**src/rtl/rbnh_pkg.sv**
```systemverilog
package rbnh_pkg;

    localparam int MAX_BOXES = 256;
    localparam int FRAC_BITS = 16;
    localparam int VAL_W     = 32;
    localparam int DIST_W    = 31;
    localparam int IDX_W     = 8;
    localparam int CNT_W     = $clog2(MAX_BOXES);
    localparam int AXES      = 3;
    localparam int AXIS_W    = 2;
    localparam int DIFF_W    = VAL_W + 1;
    localparam int PROD_W    = DIFF_W + VAL_W;
    localparam int NUM_W     = 2 * FRAC_BITS + 1;
    localparam int DCNT_W    = $clog2(NUM_W + 1);

    localparam logic ACT_RAY = 1'b0;
    localparam logic ACT_BOX = 1'b1;

    typedef enum logic [2:0] {
        ST_IDLE,
        ST_RECIP_START,
        ST_RECIP_WAIT,
        ST_BOX,
        ST_FINAL
    } t_state;

    typedef struct packed {
        logic                    start;
        logic signed [VAL_W-1:0] divisor;
    } t_div_req;

    typedef struct packed {
        logic                    done;
        logic signed [VAL_W-1:0] quotient;
    } t_div_rsp;

endpackage

```
**src/rtl/rbnh_recip.sv**
```systemverilog
module rbnh_recip (
    input  logic              i_clk,
    input  logic              i_rst_n,
    input  rbnh_pkg::t_div_req i_req,
    output rbnh_pkg::t_div_rsp o_rsp
);
    import rbnh_pkg::*;

    logic [VAL_W-1:0]  r_rem;
    logic [NUM_W-1:0]  r_num;
    logic [NUM_W-1:0]  r_quo;
    logic [VAL_W-1:0]  r_div;
    logic              r_neg;
    logic [DCNT_W-1:0] r_cnt;
    logic              r_busy;
    logic              r_done;
    logic signed [VAL_W-1:0] r_q;

    logic [VAL_W:0]   trial;
    logic             ge;
    logic [VAL_W-1:0] mag;
    logic [NUM_W-1:0] q_fin;
    logic signed [VAL_W-1:0] q_sat;

    always_comb begin
        trial = {r_rem, r_num[NUM_W-1]};
        ge    = trial >= {1'b0, r_div};
        mag   = i_req.divisor[VAL_W-1] ? VAL_W'(-i_req.divisor) : i_req.divisor;
        q_fin = {r_quo[NUM_W-2:0], ge};
        if (!r_neg) begin
            if (q_fin > NUM_W'({1'b0, {(VAL_W-1){1'b1}}})) q_sat = {1'b0, {(VAL_W-1){1'b1}}};
            else q_sat = q_fin[VAL_W-1:0];
        end else begin
            if (q_fin > NUM_W'({1'b1, {(VAL_W-1){1'b0}}})) q_sat = {1'b1, {(VAL_W-1){1'b0}}};
            else q_sat = VAL_W'(-q_fin[VAL_W-1:0]);
        end
    end

    always_ff @(posedge i_clk) begin
        if (!i_rst_n) begin
            r_busy <= 1'b0;
            r_done <= 1'b0;
            r_cnt  <= '0;
        end else begin
            r_done <= 1'b0;
            if (i_req.start) begin
                r_busy <= 1'b1;
                r_cnt  <= '0;
            end else if (r_busy) begin
                r_cnt <= r_cnt + 1'b1;
                if (r_cnt == DCNT_W'(NUM_W - 1)) begin
                    r_busy <= 1'b0;
                    r_done <= 1'b1;
                end
            end
        end
    end

    always_ff @(posedge i_clk) begin
        if (i_req.start) begin
            r_rem <= '0;
            r_num <= {1'b1, {(NUM_W-1){1'b0}}};
            r_quo <= '0;
            r_div <= mag;
            r_neg <= i_req.divisor[VAL_W-1];
        end else if (r_busy) begin
            r_rem <= ge ? VAL_W'(trial - {1'b0, r_div}) : trial[VAL_W-1:0];
            r_num <= {r_num[NUM_W-2:0], 1'b0};
            r_quo <= q_fin;
            if (r_cnt == DCNT_W'(NUM_W - 1)) r_q <= q_sat;
        end
    end

    assign o_rsp.done     = r_done;
    assign o_rsp.quotient = r_q;

endmodule

```
**src/rtl/rbnh_mul.sv**
```systemverilog
module rbnh_mul (
    input  logic                                 i_clk,
    input  logic signed [rbnh_pkg::DIFF_W-1:0]   i_a,
    input  logic signed [rbnh_pkg::VAL_W-1:0]    i_b,
    output logic signed [rbnh_pkg::PROD_W-1:0]   o_p
);
    import rbnh_pkg::*;

    always_ff @(posedge i_clk) begin
        o_p <= PROD_W'(i_a) * PROD_W'(i_b);
    end

endmodule

```
**src/rtl/ray_box_nearest_hit.sv**
```systemverilog
// Nearest-hit search of one ray against a stream of axis-aligned boxes (slab test, Q16.16).
// A ray item holds the input stalled after it is taken: the three reciprocals of the direction
// run one after another through a shared bit-serial divider, each axis in turn (start, 33
// divide steps, write back). A box item holds the input stalled while the six plane crossings
// issue one per cycle into a shared registered multiplier, after which the final state
// updates the best distance. One item is in work at a time. The result sits in an output
// register, so a box that does not end a ray proceeds while it waits; a box that ends a ray
// waits in its final state until the output register is free.
module ray_box_nearest_hit
    import rbnh_pkg::*;
(
    input  logic                              i_clk,
    input  logic                              i_rst_n,
    input  logic                              i_valid,
    output logic                              o_stall,
    input  logic                              i_action,
    input  logic signed [rbnh_pkg::VAL_W-1:0] i_first_x,
    input  logic signed [rbnh_pkg::VAL_W-1:0] i_first_y,
    input  logic signed [rbnh_pkg::VAL_W-1:0] i_first_z,
    input  logic signed [rbnh_pkg::VAL_W-1:0] i_second_x,
    input  logic signed [rbnh_pkg::VAL_W-1:0] i_second_y,
    input  logic signed [rbnh_pkg::VAL_W-1:0] i_second_z,
    input  logic [rbnh_pkg::DIST_W-1:0]       i_max_dist,
    input  logic                              i_last,
    output logic                              o_valid,
    input  logic                              i_stall,
    output logic                              o_hit,
    output logic [rbnh_pkg::DIST_W-1:0]       o_distance,
    output logic [rbnh_pkg::IDX_W-1:0]        o_box_index
);

    t_state r_state, n_state;

    logic signed [VAL_W-1:0] r_origin [AXES];
    logic signed [VAL_W-1:0] r_inv    [AXES];
    logic                    r_par    [AXES];
    logic signed [VAL_W-1:0] r_lo     [AXES];
    logic signed [VAL_W-1:0] r_hi     [AXES];
    logic signed [VAL_W-1:0] r_best;
    logic [IDX_W-1:0]        r_best_idx;
    logic                    r_found;
    logic [CNT_W-1:0]        r_count;
    logic [CNT_W-1:0]        r_this_idx;
    logic                    r_last;
    logic [AXIS_W-1:0]       r_axis;
    logic [2:0]              r_step;
    logic signed [DIFF_W-1:0] r_diff;
    logic signed [VAL_W-1:0] r_mop;
    logic signed [VAL_W-1:0] r_t0;
    logic signed [VAL_W-1:0] r_tmin;
    logic signed [VAL_W-1:0] r_tmax;
    logic                    r_hit;
    logic                    r_out_valid;
    logic                    r_out_hit;
    logic [DIST_W-1:0]       r_out_dist;
    logic [IDX_W-1:0]        r_out_idx;

    logic                    accept;
    t_div_req                div_req;
    t_div_rsp                div_rsp;
    logic signed [PROD_W-1:0] prod;
    logic [2:0]              upd;
    logic [AXIS_W-1:0]       upd_axis;
    logic [AXIS_W-1:0]       iss_axis;
    logic signed [PROD_W-FRAC_BITS-1:0] shifted;
    logic signed [VAL_W-1:0] t_cur;
    logic signed [VAL_W-1:0] t_near;
    logic signed [VAL_W-1:0] t_far;
    logic signed [VAL_W-1:0] nmin;
    logic signed [VAL_W-1:0] nmax;
    logic                    par_miss;
    logic                    out_free;
    logic                    out_load;
    logic signed [VAL_W-1:0] issue_bound;

    assign accept   = i_valid && !o_stall;
    assign o_stall  = (r_state != ST_IDLE);
    assign out_free = !r_out_valid || !i_stall;
    assign out_load = (r_state == ST_FINAL) && r_last && out_free;

    assign div_req.start   = (r_state == ST_RECIP_START);
    assign div_req.divisor = r_hi[r_axis];

    rbnh_recip u_recip (
        .i_clk   (i_clk),
        .i_rst_n (i_rst_n),
        .i_req   (div_req),
        .o_rsp   (div_rsp)
    );

    rbnh_mul u_mul (
        .i_clk (i_clk),
        .i_a   (r_diff),
        .i_b   (r_mop),
        .o_p   (prod)
    );

    always_comb begin
        iss_axis    = r_step[2:1];
        issue_bound = r_step[0] ? r_hi[iss_axis] : r_lo[iss_axis];
        upd         = r_step - 3'd2;
        upd_axis    = upd[2:1];
        shifted     = prod[PROD_W-1:FRAC_BITS];
        if (shifted > (PROD_W-FRAC_BITS)'(signed'({1'b0, {(VAL_W-1){1'b1}}})))
            t_cur = {1'b0, {(VAL_W-1){1'b1}}};
        else if (shifted < (PROD_W-FRAC_BITS)'(signed'({1'b1, {(VAL_W-1){1'b0}}})))
            t_cur = {1'b1, {(VAL_W-1){1'b0}}};
        else
            t_cur = shifted[VAL_W-1:0];
        t_near = (r_t0 > t_cur) ? t_cur : r_t0;
        t_far  = (r_t0 > t_cur) ? r_t0 : t_cur;
        nmin   = (t_near > r_tmin) ? t_near : r_tmin;
        nmax   = (t_far < r_tmax) ? t_far : r_tmax;
        par_miss = 1'b0;
        for (int a = 0; a < AXES; a++) begin
            if (r_par[a] && (r_origin[a] < r_lo[a] || r_origin[a] > r_hi[a])) par_miss = 1'b1;
        end
    end

    always_comb begin
        n_state = r_state;
        unique case (r_state)
            ST_IDLE: begin
                if (accept) n_state = (i_action == ACT_RAY) ? ST_RECIP_START : ST_BOX;
            end
            ST_RECIP_START: n_state = ST_RECIP_WAIT;
            ST_RECIP_WAIT: begin
                if (div_rsp.done) begin
                    n_state = (r_axis == AXIS_W'(AXES - 1)) ? ST_IDLE : ST_RECIP_START;
                end
            end
            ST_BOX: begin
                if (r_step == 3'd7) n_state = ST_FINAL;
            end
            ST_FINAL: begin
                if (!r_last || out_free) n_state = ST_IDLE;
            end
            default: n_state = ST_IDLE;
        endcase
    end

    always_ff @(posedge i_clk) begin
        if (!i_rst_n) r_state <= ST_IDLE;
        else r_state <= n_state;
    end

    always_ff @(posedge i_clk) begin
        if (!i_rst_n) begin
            for (int a = 0; a < AXES; a++) begin
                r_origin[a] <= '0;
                r_inv[a]    <= '0;
                r_par[a]    <= 1'b0;
            end
            r_best      <= '0;
            r_best_idx  <= '0;
            r_found     <= 1'b0;
            r_count     <= '0;
            r_out_valid <= 1'b0;
            r_axis      <= '0;
            r_step      <= '0;
        end else begin
            if (out_load) r_out_valid <= 1'b1;
            else if (r_out_valid && !i_stall) r_out_valid <= 1'b0;
            unique case (r_state)
                ST_IDLE: begin
                    if (accept) begin
                        r_lo[0] <= i_first_x;
                        r_lo[1] <= i_first_y;
                        r_lo[2] <= i_first_z;
                        r_hi[0] <= i_second_x;
                        r_hi[1] <= i_second_y;
                        r_hi[2] <= i_second_z;
                        r_last  <= i_last;
                        r_axis  <= '0;
                        r_step  <= '0;
                        if (i_action == ACT_RAY) begin
                            r_origin[0] <= i_first_x;
                            r_origin[1] <= i_first_y;
                            r_origin[2] <= i_first_z;
                            r_best      <= VAL_W'(i_max_dist);
                            r_best_idx  <= '0;
                            r_found     <= 1'b0;
                            r_count     <= '0;
                        end else begin
                            r_this_idx <= r_count;
                            r_count    <= r_count + 1'b1;
                            r_tmin     <= '0;
                            r_tmax     <= r_best;
                            r_hit      <= 1'b1;
                        end
                    end
                end
                ST_RECIP_START: ;
                ST_RECIP_WAIT: begin
                    if (div_rsp.done) begin
                        r_par[r_axis] <= (r_hi[r_axis] == '0);
                        r_inv[r_axis] <= (r_hi[r_axis] == '0) ? '0 : div_rsp.quotient;
                        r_axis        <= r_axis + 1'b1;
                    end
                end
                ST_BOX: begin
                    r_step <= r_step + 1'b1;
                    if (r_step < 3'd6) begin
                        r_diff <= DIFF_W'(issue_bound) - DIFF_W'(r_origin[iss_axis]);
                        r_mop  <= r_inv[iss_axis];
                    end
                    if (r_step == 3'd0 && par_miss) r_hit <= 1'b0;
                    if (r_step >= 3'd2 && !r_par[upd_axis]) begin
                        if (!upd[0]) begin
                            r_t0 <= t_cur;
                        end else begin
                            r_tmin <= nmin;
                            r_tmax <= nmax;
                            if (nmin > nmax) r_hit <= 1'b0;
                        end
                    end
                end
                ST_FINAL: begin
                    if (!r_last || out_free) begin
                        if (r_hit && r_tmin >= 0 && r_tmin < r_best) begin
                            r_best     <= r_tmin;
                            r_best_idx <= IDX_W'(r_this_idx);
                            r_found    <= 1'b1;
                        end
                        if (r_last) begin
                            if (r_hit && r_tmin >= 0 && r_tmin < r_best) begin
                                r_out_hit  <= 1'b1;
                                r_out_dist <= r_tmin[DIST_W-1:0];
                                r_out_idx  <= IDX_W'(r_this_idx);
                            end else begin
                                r_out_hit  <= r_found;
                                r_out_dist <= r_best[DIST_W-1:0];
                                r_out_idx  <= r_found ? r_best_idx : '0;
                            end
                        end
                    end
                end
                default: ;
            endcase
        end
    end

    assign o_valid     = r_out_valid;
    assign o_hit       = r_out_hit;
    assign o_distance  = r_out_dist;
    assign o_box_index = r_out_idx;

`ifndef NO_ASSERTIONS
    a_busy_stalls: assert property (@(posedge i_clk) disable iff (!i_rst_n)
        (r_state != ST_IDLE) |-> o_stall)
        else $error("input taken while busy");
    a_best_nonneg: assert property (@(posedge i_clk) disable iff (!i_rst_n)
        !r_best[VAL_W-1])
        else $error("best distance negative");
    a_miss_index: assert property (@(posedge i_clk) disable iff (!i_rst_n)
        !r_found |-> (r_best_idx == '0))
        else $error("index kept without a hit");
    a_out_held: assert property (@(posedge i_clk) disable iff (!i_rst_n)
        (r_state == ST_FINAL && r_last && r_out_valid && i_stall) |=> (r_state == ST_FINAL))
        else $error("result overwrote waiting item");
`endif

endmodule
```
**config.mk**
```make
export PLATFORM = sky130hd
export DESIGN_NAME = ray_box_nearest_hit
export DESIGN_NICKNAME = d
export VERILOG_FILES = /design/src/rtl/rbnh_pkg.sv /design/src/rtl/rbnh_recip.sv /design/src/rtl/rbnh_mul.sv /design/src/rtl/ray_box_nearest_hit.sv
export SDC_FILE = /design/constraint.sdc
export NUM_CORES = 2
export LEC_CHECK = 0
export BUFFER_PORTS_ARGS = -buffer_cell sky130_fd_sc_hd__buf_2
export CORE_ASPECT_RATIO = 1.75
export CORE_MARGIN = 8
export CORE_UTILIZATION = 47
export CTS_BUF_LIST = sky130_fd_sc_hd__clkbuf_4 sky130_fd_sc_hd__clkbuf_8
export DETAILED_ROUTE_END_ITERATION = 7
export GPL_TIMING_DRIVEN = 0
export PLACE_DENSITY = 0.72
export SYNTH_ARGS = -nofsm -noshare
export SYNTH_HDL_FRONTEND = slang
export SYNTH_HIERARCHICAL = 1
export SYNTH_SLANG_ARGS = --single-unit
```
**constraint.sdc**
```tcl
create_clock -name i_clk -period 31.6 [get_ports i_clk]
set_clock_uncertainty 0.05 [all_clocks]
set_input_delay 0 -clock i_clk [delete_from_list [all_inputs] [get_ports i_clk]]
set_output_delay 0 -clock i_clk [all_outputs]
set_load 0.005 [all_outputs]
```
==> results.sh <==
export IMPL_die_area_sq_um=199000
export IMPL_worstSetupEndpointType="flip-flop"
export IMPL_ios=271
export IMPL_place_congestion=1.09
export IMPL_min_path_type="input pin to flip-flop"
export IMPL_routed_wl_mm=334
export IMPL_fin_crit_ns=12.28
export IMPL_htree_num_levels=4
export IMPL_outcome="finished, violations left"
export IMPL_setup_ws_ns=19.32
export IMPL_ant_nets=0
export IMPL_path_clk_slew_ns=0.07
export IMPL_portBuffers=269
export IMPL_slowest_delay_ns=0.82
export IMPL_drt_pass1_iterations=6
export IMPL_drv_slew=32
export IMPL_final_common_cell="inv_1"
export IMPL_grt_use_total=0.333
export IMPL_cp_max_fo=10
export IMPL_yosysWarnings=6
export IMPL_cts_made_buffers=138
export IMPL_overflow=0
export IMPL_busiest_layer="met2"
export IMPL_vias=68900
export IMPL_synth_area_per_cell_sq_um=10.1
export IMPL_drive_gt1_frac=0.0807
export IMPL_regArea_sq_um=24600
export IMPL_relSlewSlack=-0.0742
export IMPL_grt_pass1_vias=75100
export IMPL_multiInputGateArea_sq_um=54900
export IMPL_clock_sinks=880
export IMPL_syn_area_sq_um=86600
export IMPL_core_area_sq_um=183000
export IMPL_grt_met1_usage=0.319
export IMPL_syn2layout_area_growth_pct=14.1
export IMPL_hold_viol=0
export IMPL_arrival_ns=12.73
export IMPL_initialDrtViolationCount=5068
export IMPL_die_y_microns=584
export IMPL_grt_max_degree=63
export IMPL_grt_util_met2=0.589
export IMPL_dp_hpwl_mm=270
export IMPL_drv_cap=5
export IMPL_wl_per_cell_microns=27.9
export IMPL_synth_cells=8580
export IMPL_cp_slowest_cell="clkbuf_1"
export IMPL_clock_path_buffers=4
export IMPL_initial_core_util=0.473
export IMPL_use_met3=0.0520
export IMPL_critPathKind="flip-flop to flip-flop"
export IMPL_cts_tree="done"
export IMPL_nets=11400
export IMPL_fmax_mhz=81.5
export IMPL_synth_nets=10500
export IMPL_worstPathRequired_ns=32.05
export IMPL_violations="max-capacitance violations, max-slew violations"
export IMPL_fin_crit_sh=0.389
export IMPL_layout_cells_most_common_list="inv_1 (1,512), fa_1 (1,113), nand2_1 (877)"
export IMPL_clk_latency_ns=0.88
export IMPL_placed_cells=11300
export IMPL_post_cts_buffers=0
export IMPL_rsz0062_at_grt="no"
export IMPL_worst_slew_pin_slew_ns=1.59
export IMPL_clockRootBuffer="clkbuf_8"
export IMPL_critPathLaunchType="flip-flop"
export IMPL_finalSetupTns_ns=0
export IMPL_die_w_microns=340
export IMPL_via_per_inst=5.75
export IMPL_drc=0
export IMPL_stdcell_count=12000
export IMPL_place_ws_ns=19.46
export IMPL_setup_viol=0
export IMPL_fp_row_count=208
export IMPL_fillers=16200
export IMPL_antenna_found_initial=21
export IMPL_grt_pass1_wl_mm=486
[worst max-delay path: cells and delay by family (launching register included)]
family	cells	cell delay [ns]
AND/OR/NAND/NOR	12	3.41
buffers and inverters	6	2.38
adder cells (fa/ha/maj)	3	0.88
multiplexers	2	0.62
flip-flops	1	0.33
XOR/XNOR	1	0.19
AO/OA/AOI/OAI	15	4.12
[repair_timing]
action | in CTS | in global routing
endpoints found under the hold margin | 400 | 0
resized for setup | 0 | 0
hold buffers | 432 | 0
[metal layers]
metal	up-vias	wire [microns]
li1	29700	-
met1	34400	105000
met2	3393	167000
met3	1380	18900
met4	12	43100
met5	-	73
[area by class of cell]
type	count	area share
Clock inverter	47	0.00427
Multi-Input combinational cell	5782	0.555
Timing Repair Buffer	741	0.0630
Clock buffer	194	0.0244
Inverter	1514	0.0575
Buffer	404	0.0159
Sequential cell	880	0.249
Tap cell	2415	0.0306
Antenna cell	12	0.000304
[per-stage QoR]
step / util / hold slack [ns] / cell area [sq um]
finish: 0.539 / 0.0203 / 98800
detailed placement: 0.500 / 0.128 / 91500
floorplan: - / 0.0489 / 86600
global placement: 0.496 / 0.127 / 91000
global route: 0.539 / 0.0247 / 98800
CTS: 0.539 / 0.00129 / 98700
[state kept, by name, indices dropped and copies added, names as in the netlist, 31 cells and up, named ones only]
register	count
o_distance	31
r_best	32
r_diff	33
r_hi	96
r_inv	128
r_lo	96
r_mop	32
r_origin	96
r_t0	32
r_tmax	32
r_tmin	32
u_mul/o_p	49
u_recip/r_div	32
u_recip/r_q	32
u_recip/r_quo	32
u_recip/r_rem	32
[worst paths after layout]
check	startpoint	to	slack [ns]	cells after the start
setup / recovery	u_mul/o_p[60]	r_hit	19.32	39
hold / removal	i_max_dist[28]	r_best[28]	0.02	4
setup reg to reg	u_mul/o_p[60]	r_hit	19.32	39
hold reg to reg	r_count[7]	r_this_idx[7]	0.41	0
Power is left out: the tool's default activity adds up to more than one toggle a clock period on the data nets, which glitch-free logic cannot reach.
